**src/rtl/dpbe_pkg.sv**
```systemverilog
// Types, codes and encoding tables for the data-processing/branch encoder.
// No dependencies.
package dpbe_pkg;

    localparam int unsigned WORD_W  = 32;
    localparam int unsigned INDEX_W = 24;
    localparam int unsigned PADDR_W = 2;

    localparam logic [PADDR_W-1:0] ADDR_PROGRAM_WORDS = 2'd0;
    localparam logic [INDEX_W-1:0] PROGRAM_WORDS_RESET = 24'hFFFFFF;

    localparam logic [WORD_W-1:0] BRANCH_BASE = 32'h0A00_0000;
    localparam logic [3:0]        REG_MAX     = 4'd12;

    typedef enum logic [3:0] {
        OP_AND    = 4'd0,
        OP_EOR    = 4'd1,
        OP_SUB    = 4'd2,
        OP_RSB    = 4'd3,
        OP_ADD    = 4'd4,
        OP_ORR    = 4'd5,
        OP_MOV    = 4'd6,
        OP_TST    = 4'd7,
        OP_TEQ    = 4'd8,
        OP_CMP    = 4'd9,
        OP_BRANCH = 4'd10
    } op_e;

    typedef enum logic [2:0] {
        CS_EQ = 3'd0,
        CS_NE = 3'd1,
        CS_GE = 3'd2,
        CS_LT = 3'd3,
        CS_GT = 3'd4,
        CS_LE = 3'd5,
        CS_AL = 3'd6
    } cond_sel_e;

    typedef enum logic [1:0] {
        ERR_OK     = 2'd0,
        ERR_REG    = 2'd1,
        ERR_IMM    = 2'd2,
        ERR_BRANCH = 2'd3
    } err_e;

    typedef enum logic [1:0] {
        ST_IDLE,
        ST_NORM,
        ST_FIN
    } state_e;

    typedef struct packed {
        logic [3:0]         op;
        logic [2:0]         cond_sel;
        logic [3:0]         dest_reg;
        logic [3:0]         first_reg;
        logic               imm_flag;
        logic [WORD_W-1:0]  operand_value;
        logic [3:0]         second_reg;
        logic [1:0]         shift_kind;
        logic               shift_by_reg;
        logic [4:0]         shift_amount;
        logic [3:0]         shift_reg;
        logic [INDEX_W-1:0] instr_index;
    } in_item_t;

    typedef struct packed {
        logic [WORD_W-1:0] instr_word;
        logic [1:0]        error_code;
    } out_item_t;

    // sequencer -> normalizer
    typedef struct packed {
        logic load;
        logic step;
    } norm_ctrl_t;

    // normalizer -> sequencer
    typedef struct packed {
        logic              done;
        logic [3:0]        pairs;
        logic [WORD_W-1:0] value;
    } norm_stat_t;

    function automatic logic [3:0] cond_code(input logic [2:0] sel);
        logic [3:0] code;
        case (sel)
            CS_EQ:   code = 4'h0;
            CS_NE:   code = 4'h1;
            CS_GE:   code = 4'hA;
            CS_LT:   code = 4'hB;
            CS_GT:   code = 4'hC;
            CS_LE:   code = 4'hD;
            default: code = 4'hE;   // al, and the unused code
        endcase
        return code;
    endfunction

    function automatic logic [3:0] opcode_bits(input logic [3:0] op);
        logic [3:0] code;
        case (op)
            OP_AND:  code = 4'h0;
            OP_EOR:  code = 4'h1;
            OP_SUB:  code = 4'h2;
            OP_RSB:  code = 4'h3;
            OP_ADD:  code = 4'h4;
            OP_ORR:  code = 4'hC;
            OP_MOV:  code = 4'hD;
            OP_TST:  code = 4'h8;
            OP_TEQ:  code = 4'h9;
            OP_CMP:  code = 4'hA;
            default: code = 4'h0;
        endcase
        return code;
    endfunction

endpackage

```
**src/rtl/dpbe_norm.sv**
```systemverilog
// Immediate normalizer: strips one pair of trailing zero bits per step.
// Depends on dpbe_pkg.
module dpbe_norm (
    input  logic                clk,
    input  dpbe_pkg::norm_ctrl_t ctrl,
    input  logic [31:0]         load_value,
    output dpbe_pkg::norm_stat_t stat
);
    import dpbe_pkg::*;

    logic [WORD_W-1:0] value_reg;
    logic [WORD_W-1:0] value_next;
    logic [3:0]        pairs_reg;
    logic [3:0]        pairs_next;
    logic              done;

    // stop once the low pair is nonzero, or nothing is left
    assign done = (value_reg[1:0] != 2'b00) || (value_reg == '0);

    always_comb
    begin
        value_next = value_reg;
        pairs_next = pairs_reg;
        if (ctrl.load)
        begin
            value_next = load_value;
            pairs_next = 4'd0;
        end
        else if (ctrl.step && !done)
        begin
            value_next = value_reg >> 2;
            pairs_next = pairs_reg + 4'd1;
        end
    end

    always_ff @(posedge clk)
    begin
        value_reg <= value_next;
        pairs_reg <= pairs_next;
    end

    assign stat.done  = done;
    assign stat.pairs = pairs_reg;
    assign stat.value = value_reg;

endmodule

```
**src/rtl/data_processing_branch_encoder.sv**
```systemverilog
// Top level of the data-processing/branch instruction encoder.
// Depends on dpbe_pkg and dpbe_norm.
//
// Encodes one tokenized instruction per item into a 32-bit word plus error
// code. The item is held while the normalizer strips trailing zero pairs
// of the operand, one pair per cycle; in_ready is low meanwhile. An item
// goes from ST_NORM, where k zero pairs (0 to 15) are stripped, to ST_FIN
// and back to ST_IDLE before the next item is accepted. The result sits
// in an output register, so a new item is taken while it waits; that
// next item then holds in its last cycle until the result is taken.
// program_words is written through the APB port at address 0.
module data_processing_branch_encoder (
    input  logic                  clk,
    input  logic                  rst_n,
    input  logic                  in_valid,
    output logic                  in_ready,
    input  dpbe_pkg::in_item_t    in_item,
    output logic                  out_valid,
    input  logic                  out_ready,
    output dpbe_pkg::out_item_t   out_item,
    input  logic                  psel,
    input  logic                  penable,
    input  logic                  pwrite,
    input  logic [1:0]            paddr,
    input  logic [31:0]           pwdata,
    output logic [31:0]           prdata,
    output logic                  pready
);
    import dpbe_pkg::*;

    state_e     state_reg;
    state_e     state_next;
    in_item_t   item_reg;
    in_item_t   item_next;
    out_item_t  out_reg;
    out_item_t  out_next;
    logic       out_valid_reg;
    logic       out_valid_next;
    logic [INDEX_W-1:0] pw_reg;
    logic [INDEX_W-1:0] pw_next;

    norm_ctrl_t norm_ctrl;
    norm_stat_t norm_stat;

    out_item_t  result;

    dpbe_norm u_norm (
        .clk        (clk),
        .ctrl       (norm_ctrl),
        .load_value (in_item.operand_value),
        .stat       (norm_stat)
    );

    // configuration port
    assign pready = 1'b1;
    assign prdata = (paddr == ADDR_PROGRAM_WORDS) ? {8'd0, pw_reg} : 32'd0;

    always_comb
    begin
        pw_next = pw_reg;
        if (psel && penable && pwrite && pready && (paddr == ADDR_PROGRAM_WORDS))
            pw_next = pwdata[INDEX_W-1:0];
    end

    // result of the held item
    always_comb
    begin
        logic [3:0]         cond;
        logic [3:0]         rd;
        logic [3:0]         rn;
        logic               set_s;
        logic [11:0]        operand2;
        logic [7:0]         shift;
        logic [3:0]         rot;
        logic [INDEX_W-1:0] offset;
        logic               past_end;

        cond     = cond_code(item_reg.cond_sel);
        rd       = item_reg.dest_reg;
        rn       = item_reg.first_reg;
        set_s    = 1'b0;
        operand2 = 12'd0;
        result.instr_word = '0;
        result.error_code = ERR_OK;

        past_end = (item_reg.operand_value[31:26] != 6'd0)
                || (item_reg.operand_value[25:0] >= {pw_reg, 2'b00});
        offset   = item_reg.operand_value[25:2] - 24'd2 - item_reg.instr_index;

        shift = item_reg.shift_by_reg
              ? {item_reg.shift_reg, 1'b0, item_reg.shift_kind, 1'b1}
              : {item_reg.shift_amount, item_reg.shift_kind, 1'b0};
        rot   = 4'd0 - norm_stat.pairs;   // 16 - pairs, zero when none stripped

        if (item_reg.op == OP_BRANCH)
        begin
            if ((item_reg.operand_value[1:0] != 2'b00) || past_end)
                result.error_code = ERR_BRANCH;
            else
                result.instr_word = BRANCH_BASE | {cond, 28'd0} | {8'd0, offset};
        end
        else if (item_reg.op < OP_BRANCH)
        begin
            if (item_reg.op == OP_MOV)
                rn = 4'd0;
            else if (item_reg.op inside {OP_TST, OP_TEQ, OP_CMP})
            begin
                rd    = 4'd0;
                set_s = 1'b1;
            end

            if ((rd > REG_MAX) || (rn > REG_MAX))
                result.error_code = ERR_REG;
            else if (item_reg.imm_flag)
            begin
                if (norm_stat.value[31:8] != 24'd0)
                    result.error_code = ERR_IMM;
                operand2 = {rot, norm_stat.value[7:0]};
            end
            else
            begin
                if ((item_reg.second_reg > REG_MAX)
                    || (item_reg.shift_by_reg && (item_reg.shift_reg > REG_MAX)))
                    result.error_code = ERR_REG;
                operand2 = {shift, item_reg.second_reg};
            end

            if (result.error_code == ERR_OK)
                result.instr_word = {cond, 2'b00, item_reg.imm_flag,
                                     opcode_bits(item_reg.op), set_s,
                                     rn, rd, operand2};
        end
    end

    // sequencer
    assign in_ready = (state_reg == ST_IDLE);

    always_comb
    begin
        state_next     = state_reg;
        item_next      = item_reg;
        out_next       = out_reg;
        out_valid_next = out_valid_reg;
        norm_ctrl.load = 1'b0;
        norm_ctrl.step = 1'b0;

        if (out_valid_reg && out_ready)
            out_valid_next = 1'b0;

        case (state_reg)
            ST_IDLE:
            begin
                if (in_valid)
                begin
                    item_next      = in_item;
                    norm_ctrl.load = 1'b1;
                    state_next     = ST_NORM;
                end
            end
            ST_NORM:
            begin
                if (norm_stat.done || !item_reg.imm_flag)
                    state_next = ST_FIN;
                else
                    norm_ctrl.step = 1'b1;
            end
            ST_FIN:
            begin
                if (!out_valid_reg || out_ready)
                begin
                    out_next       = result;
                    out_valid_next = 1'b1;
                    state_next     = ST_IDLE;
                end
            end
            default:
            begin
                state_next = ST_IDLE;
            end
        endcase
    end

    always_ff @(posedge clk or negedge rst_n)
    begin
        if (!rst_n)
        begin
            state_reg     <= ST_IDLE;
            out_valid_reg <= 1'b0;
            pw_reg        <= PROGRAM_WORDS_RESET;
        end
        else
        begin
            state_reg     <= state_next;
            out_valid_reg <= out_valid_next;
            pw_reg        <= pw_next;
        end
    end

    always_ff @(posedge clk)
    begin
        item_reg <= item_next;
        out_reg  <= out_next;
    end

    assign out_valid = out_valid_reg;
    assign out_item  = out_reg;

endmodule

```
**config.mk**
```make
export PLATFORM = sky130hd
export DESIGN_NAME = data_processing_branch_encoder
export DESIGN_NICKNAME = d
export VERILOG_FILES = /design/src/rtl/dpbe_pkg.sv /design/src/rtl/dpbe_norm.sv /design/src/rtl/data_processing_branch_encoder.sv
export SDC_FILE = /design/constraint.sdc
export NUM_CORES = 1
export LEC_CHECK = 0
export ABC_AREA = 1
export BUFFER_PORTS_ARGS = -buffer_cell sky130_fd_sc_hd__buf_2
export CAP_MARGIN = 25
export CORE_MARGIN = 3
export CORE_UTILIZATION = 41
export DETAILED_ROUTE_END_ITERATION = 7
export GPL_TIMING_DRIVEN = 0
export MAX_ROUTING_LAYER = met4
export PLACE_DENSITY = 0.65
export SLEW_MARGIN = 40
export SYNTH_ARGS = -nofsm -noshare
export SYNTH_HDL_FRONTEND = slang
export SYNTH_SLANG_ARGS = --single-unit
```
**constraint.sdc**
```tcl
create_clock -name clk -period 3.5 [get_ports clk]
set_clock_uncertainty 0.05 [all_clocks]
set_input_delay 0.7 -clock clk [delete_from_list [all_inputs] [get_ports clk]]
set_output_delay 0.7 -clock clk [all_outputs]
set_load 0.05 [all_outputs]
```
After elaboration in Yosys (flattened, before gate mapping)
Memories as Yosys holds them, arrays and structs flattened. A register that Yosys moved wholly into a read port is not among the register bits.
Index checks and enable logic that the tools add are counted.
{"block": "classes", "addsub": 4, "bitwise": 1, "muxes": 39, "eq_ne": 15, "n_reduce_logical": 30, "order_cmp": 6}
{"op": "$mux 32", "count": 4}
{"op": "$mux 34", "count": 2}
{"op": "$logic_not 32->1", "count": 1}
{"op": "$mux 4", "count": 8}
{"op": "$or 32x24->32", "count": 1}
{"op": "$ge 26x26->1", "count": 1}
{"op": "$mux 12", "count": 2}
{"op": "$mux 24", "count": 1}
{"op": "$pmux 4 s6", "count": 1}
{"op": "$reduce_bool 24->1", "count": 1}
{"op": "$sub 24x2->24 const B", "count": 1}
{"op": "$sub 24x24->24", "count": 1}
{"op": "$mux 2", "count": 9}
{"op": "$gt 4x4->1 const B", "count": 4}
{"op": "$eq 4x4->1 const B", "count": 3}
{"op": "$mux 1", "count": 10}
{"op": "$eq 4x3->1 const B", "count": 2}
{"op": "$mux 8", "count": 1}
{"op": "$logic_or 1x1->1", "count": 7}
{"op": "$eq 3x2->1 const B", "count": 2}
{"op": "$eq 3x3->1 const B", "count": 2}
{"op": "$logic_and 1x1->1", "count": 6}
{"op": "$logic_not 2->1", "count": 3}
{"op": "$ne 2x2->1 const B", "count": 3}
{"op": "14 further kinds", "count": 19}
{"block": "totals", "wordCells": 115, "mem_count": 1, "output_inout_bits": 69, "input_bits": 129, "ff_bits": 185, "mem_bits_ro": 64}
{"memory": "(name not given)", "depth": 16, "word_bits": 4, "rd": 1, "rd_clocked_by_memory_dff": 1, "wr": 0, "line_no": "dpbe_pkg.sv:101", "text": "case (op)"}

Logic depth before layout (Yosys ltp)
{"block": "logic_depth", "word_depth": 15, "ltp_mapped": 17, "mapped_depth_nobuf": 17}

By module
From an unflattened synthesis, not the netlist that was laid out.
{"block": "unflattened", "cells_unflattened": 1187, "area_unflattened_um2": 10437.5}
{"module": "data_processing_branch_encoder", "cells_per_inst": 983, "n_inst": 1, "seq_area_each_um2": 4419.2, "area_per_inst_um2": 8664.6}
{"module": "dpbe_norm", "cells_per_inst": 204, "n_inst": 1, "seq_area_each_um2": 1041.0, "area_per_inst_um2": 1773.0}

Worst setup path after synthesis
Ideal clock, no wire load.
{"block": "synth_timing", "kind": "register to register", "from": "register state_reg[0]", "to": "register item_reg[0] in the netlist's numbering, enable pin", "path_buffers": 2, "setup_slack_ns": 0.186, "required_time_ns": 3.040, "path_stages_with_launch": 6, "arrival_time_ns": 2.855, "setup_ns": 0.410, "synth_period_minus_slack_ns": 3.314, "cell_sequence": "dfrtp_1 > nor2_1 > nand2_1 > buf_2 > clkinv_1 > buf_2"}
{"block": "synth_between", "elab_chain_cells": 2}
{"item": "start, declared", "line_no": "data_processing_branch_encoder.sv:31", "text": "state_e state_reg;"}
{"item": "start signal, assigned", "line_no": "data_processing_branch_encoder.sv:193", "text": "state_reg <= state_next;"}
{"item": "$logic_not 2->1"}
{"item": "named net in_ready", "line_no": "data_processing_branch_encoder.sv:16", "text": "output logic in_ready,"}
{"item": "$reduce_and 2->1 (no line)"}
{"item": "end signal, assigned", "line_no": "data_processing_branch_encoder.sv:201", "text": "item_reg <= item_next;"}
{"item": "end, declared", "line_no": "data_processing_branch_encoder.sv:33", "text": "in_item_t item_reg;"}
The timed path passes the listed nets, and every way through them passes these cells.
A chain may end at the register's enable or synchronous reset.

==> results by group <==
Global routing
  • Total track usage: 20.6%
  • Global-route wire length before repair: 41500 um
  • Pin count of the biggest net entering global routing: 60
  • Number of antenna violations at the first check in global routing: 2
  • Via count of the first global-routing pass: 7965
  • GRT Residual Overflow: 0

Clock network
  • CTS sink cnt: 188
  • Clock latency on the worst-skew pair: 0.45 ns
  • Maximum buffer depth of the clock tree: 2
  • Clock buffer count from CTS: 17
  • Number of buffers inserted by post-CTS setup repair: 0
  • Post-cts gate resize count: 0
  • Clock tree from TritonCTS: yes
  • Hold-fix buffers at CTS: 0
  • Clk slew on worst S/H paths: 0.08 ns
  • Number of levels the H-tree was split into: 4
  • Root cell of the clock tree: clkbuf_16

Place
  • Count of port buffers added during placement: 179
  • Area post-placement: 11800 sq um
  • Half-perimeter wire length of the detailed placement result: 21400 um
  • RD Place Congestion: 0.930

Setup path
  • Stage delay of the slowest cell on the critical path: 0.48 ns
  • Sort of element at the start of the critical path: register
  • Worst path slowest cell: fa_1
  • Worst path cell trace: inv_1 -> ha_1 -> inv_1 -> ha_1 -> fa_1 -> nand3_1 -> nand3_1 -> nand2_1 -> nand3_1 -> nand2_1 -> nand2_1 -> xor2_1 -> nand3_1 -> nand2_1
  • Worst setup EP type: register
  • Arrival time worst endpoint: 2.95 ns
  • Worst reg2reg startpoint: item_reg[43]$_DFFE_PP_
  • Startpoint of the most critical setup path: item_reg[43]$_DFFE_PP_
  • Required time of the critical path: 3.65 ns
  • Critical R2R Capture: out_item[15]$_DFFE_PP_
  • Reg-to-reg setup timing slack: 0.70 ns
  • Crit path kind: reg2reg
  • Worst reg2reg path depth: 14
  • Largest fanout of any net on the critical path: 4

Synth
  • Share of the synthesized area in the top cell type: 44.3%
  • Main area contributors after synthesis: edfxtp_1 (44%), nand2_1 (12%), ha_1 (8.6%), inv_1 (7.7%), dfstp_2 (6.1%)
  • Top flip-flop cell by instance count after synthesis: edfxtp_1
  • Warning count from the yosys run: 0
  • Synthesized area: 10400 sq um
  • EDFF count, synth: 153
  • Total of flip-flops plus latches after synthesis: 188
  • Most frequent cell after synthesis: nand2_1
  • Seq/Total Area, Yosys: 52.6%
  • Async set-reset flop share out of synthesis: 14.4%
  • Number of unique standard cell types used by synthesis: 39
  • Synth area leader: edfxtp_1
  • Post-synthesis instance total: 1189
  • Syn avg cell area: 8.72 sq um
  • Most frequent cells after synthesis: nand2_1 (339), inv_1 (212), edfxtp_1 (153)

Power
  • Worst vdd rail ir drop: 0.000341 V
  • Power density over the cells: 768 nW/um^2
  • Reported leakage power: 6.24 nW

Timing
  • Number of slew-limit violations in the final report: 0
  • Final worst path period need: 2.80 ns
  • Final cycle utilization of the critical path: 80.0%
  • Worst Hold Margin: 0.267 ns
  • Relative slew slack: 48.4%
  • Unrepaired setup endpoints after global routing: false
  • Setup TNS: 0 ns
  • Hold violation count in the final report: 0
  • Highest achievable clock rate: 357 MHz
  • Setup violation total in the final timing report: 0
  • Actual slew at the worst max-slew pin: 0.771 ns

Routing
  • Drt wl/cell: 15.5 um
  • Post-route DRC violation count: 0
  • Vias per inst: 4.84
  • Antenna-violating nets left: 0
  • Count of TritonRoute iterations in the first routing pass: 6
  • Number of vias in the routed layout: 8404
  • Number of violations reported at the end of detailed-routing iteration 0: 659
  • Routed wire length: 26800 um

Layout
  • Share of post-route cells with drive strength above 1: 19.4%
  • Number of flip-flops under the largest register name: 88
  • Count of nets after finishing: 1598
  • Area of all placed cells without fillers: 12400 sq um
  • Filler cell count in the final layout: 2356
  • Area grow syn2layout: 19.1%

Run
  • Maximum capacitance violations: 0

Floorplanning
  • Cell row count: 57
  • Die Height: 165 um
  • Die boundary width: 165 um
  • I/O Pins: 198
  • Placeable core region: 24600 sq um
  • Total Die Area: 27200 sq um
  • Starting Density: 42.2%

Run status
  • Result of the run: complete, no violations

Hold path
  • Type of the worst min-delay path: in2async
-- layout by cell type, fill, tap and decap left out, types with 4 or more instances in the layout --
| cell type | count |
|---|---|
| nor3_1 | 5 |
| buf_6 | 4 |
| nand3_1 | 76 |
| nand2_1 | 338 |
| edfxtp_1 | 153 |
| dfxtp_1 | 8 |
| a21oi_1 | 56 |
| xor2_1 | 13 |
| inv_1 | 212 |
| buf_2 | 189 |
| inv_8 | 4 |
| conb_1 | 10 |
| nand3b_1 | 4 |
| o21ai_0 | 26 |
| clkbuf_16 | 17 |
| dfstp_2 | 24 |
| ha_1 | 71 |
| clkbuf_1 | 7 |
| buf_4 | 11 |
| nor2_1 | 112 |
| nand4_1 | 21 |
| buf_1 | 4 |
-- per-stage QoR --
step	std cells	total power, mW	util, %	worst slack, ns
after floorplan	1197	6.46	-	0.186
after global placement	1700	7.50	47.6	0.0139
after detailed placement	1702	7.62	47.9	0.645
after CTS	1734	9.54	50.2	0.687
after global routing	1736	10.2	50.2	0.493
final	1736	9.49	50.2	0.699
-- cell type report --
cell class / count / area [sq um] / area share [%]
flip-flops and latches: 188 / 5460 / 44.2
multi-input cells: 759 / 3940 / 31.9
repair buffers: 181 / 951 / 7.69
inverters: 214 / 803 / 6.50
clock buffers: 17 / 425 / 3.44
well taps: 324 / 405 / 3.28
plain buffers: 36 / 219 / 1.77
clock inverters: 15 / 153 / 1.24
diodes: 2 / 5.00 / 0.0405
-- logic make-up (layout without fill, tap and decap cells) --
group / count (synthesis) / after routing / share of synthesized area [%]
DFF: 188 / 188 / 52.6
buffers and inverters: 250 / 463 / 9.79
and+or+nand+nor: 569 / 569 / 22.7
AOI/OAI and AO/OA: 92 / 92 / 4.68
adders and majority gates: 72 / 72 / 8.76
other: 2 / 12 / 0.0724
xor gates and xnor gates: 16 / 16 / 1.35
-- metal layers --
metal / track usage (%) / routed length (um) / vias up / part of all wire, %
li1: - / - / 4225 / -
met1: 26.8 / 11700 / 3866 / 44
met2: 33.7 / 13100 / 271 / 49
met3: 2.89 / 1370 / 42 / 5.1
met4: 6.33 / 631 / 0 / 2.4
met5: - / 0 / - / 0
-- worst max-delay path by stage --
stage | endpoint | cells after the start
2_1_floorplan | item_reg[0]$_DFFE_PP_ | 5
3_3_place_gp | item_reg[80]$_DFFE_PP_ | 5
6_report | out_item[15]$_DFFE_PP_ | 14
4_1_cts | out_item[19]$_DFFE_PP_ | 15
5_1_grt | out_item[19]$_DFFE_PP_ | 15
3_5_place_dp | u_norm.value_reg[31]$_SDFFCE_PN0P_ | 5
-- where the power goes --
| part | internal (mW) | switching [mW] | total [mW] |
|---|---|---|---|
| Sequential | 3.24 | 0.282 | 3.52 |
| Clock | 0.950 | 0.958 | 1.91 |
| Combinational | 1.24 | 2.82 | 4.07 |
-- worst max-delay path, delay by kind of cell, from the launching register on --
| family | cells | cell delay, ns |
|---|---|---|
| DFF | 1 | 0.41 |
| xor gates and xnor gates | 1 | 0.17 |
| buffers and inverters | 2 | 0.11 |
| and+or+nand+nor | 8 | 0.83 |
| adders and majority gates | 3 | 0.99 |
(Power assumes the default switching activity.)
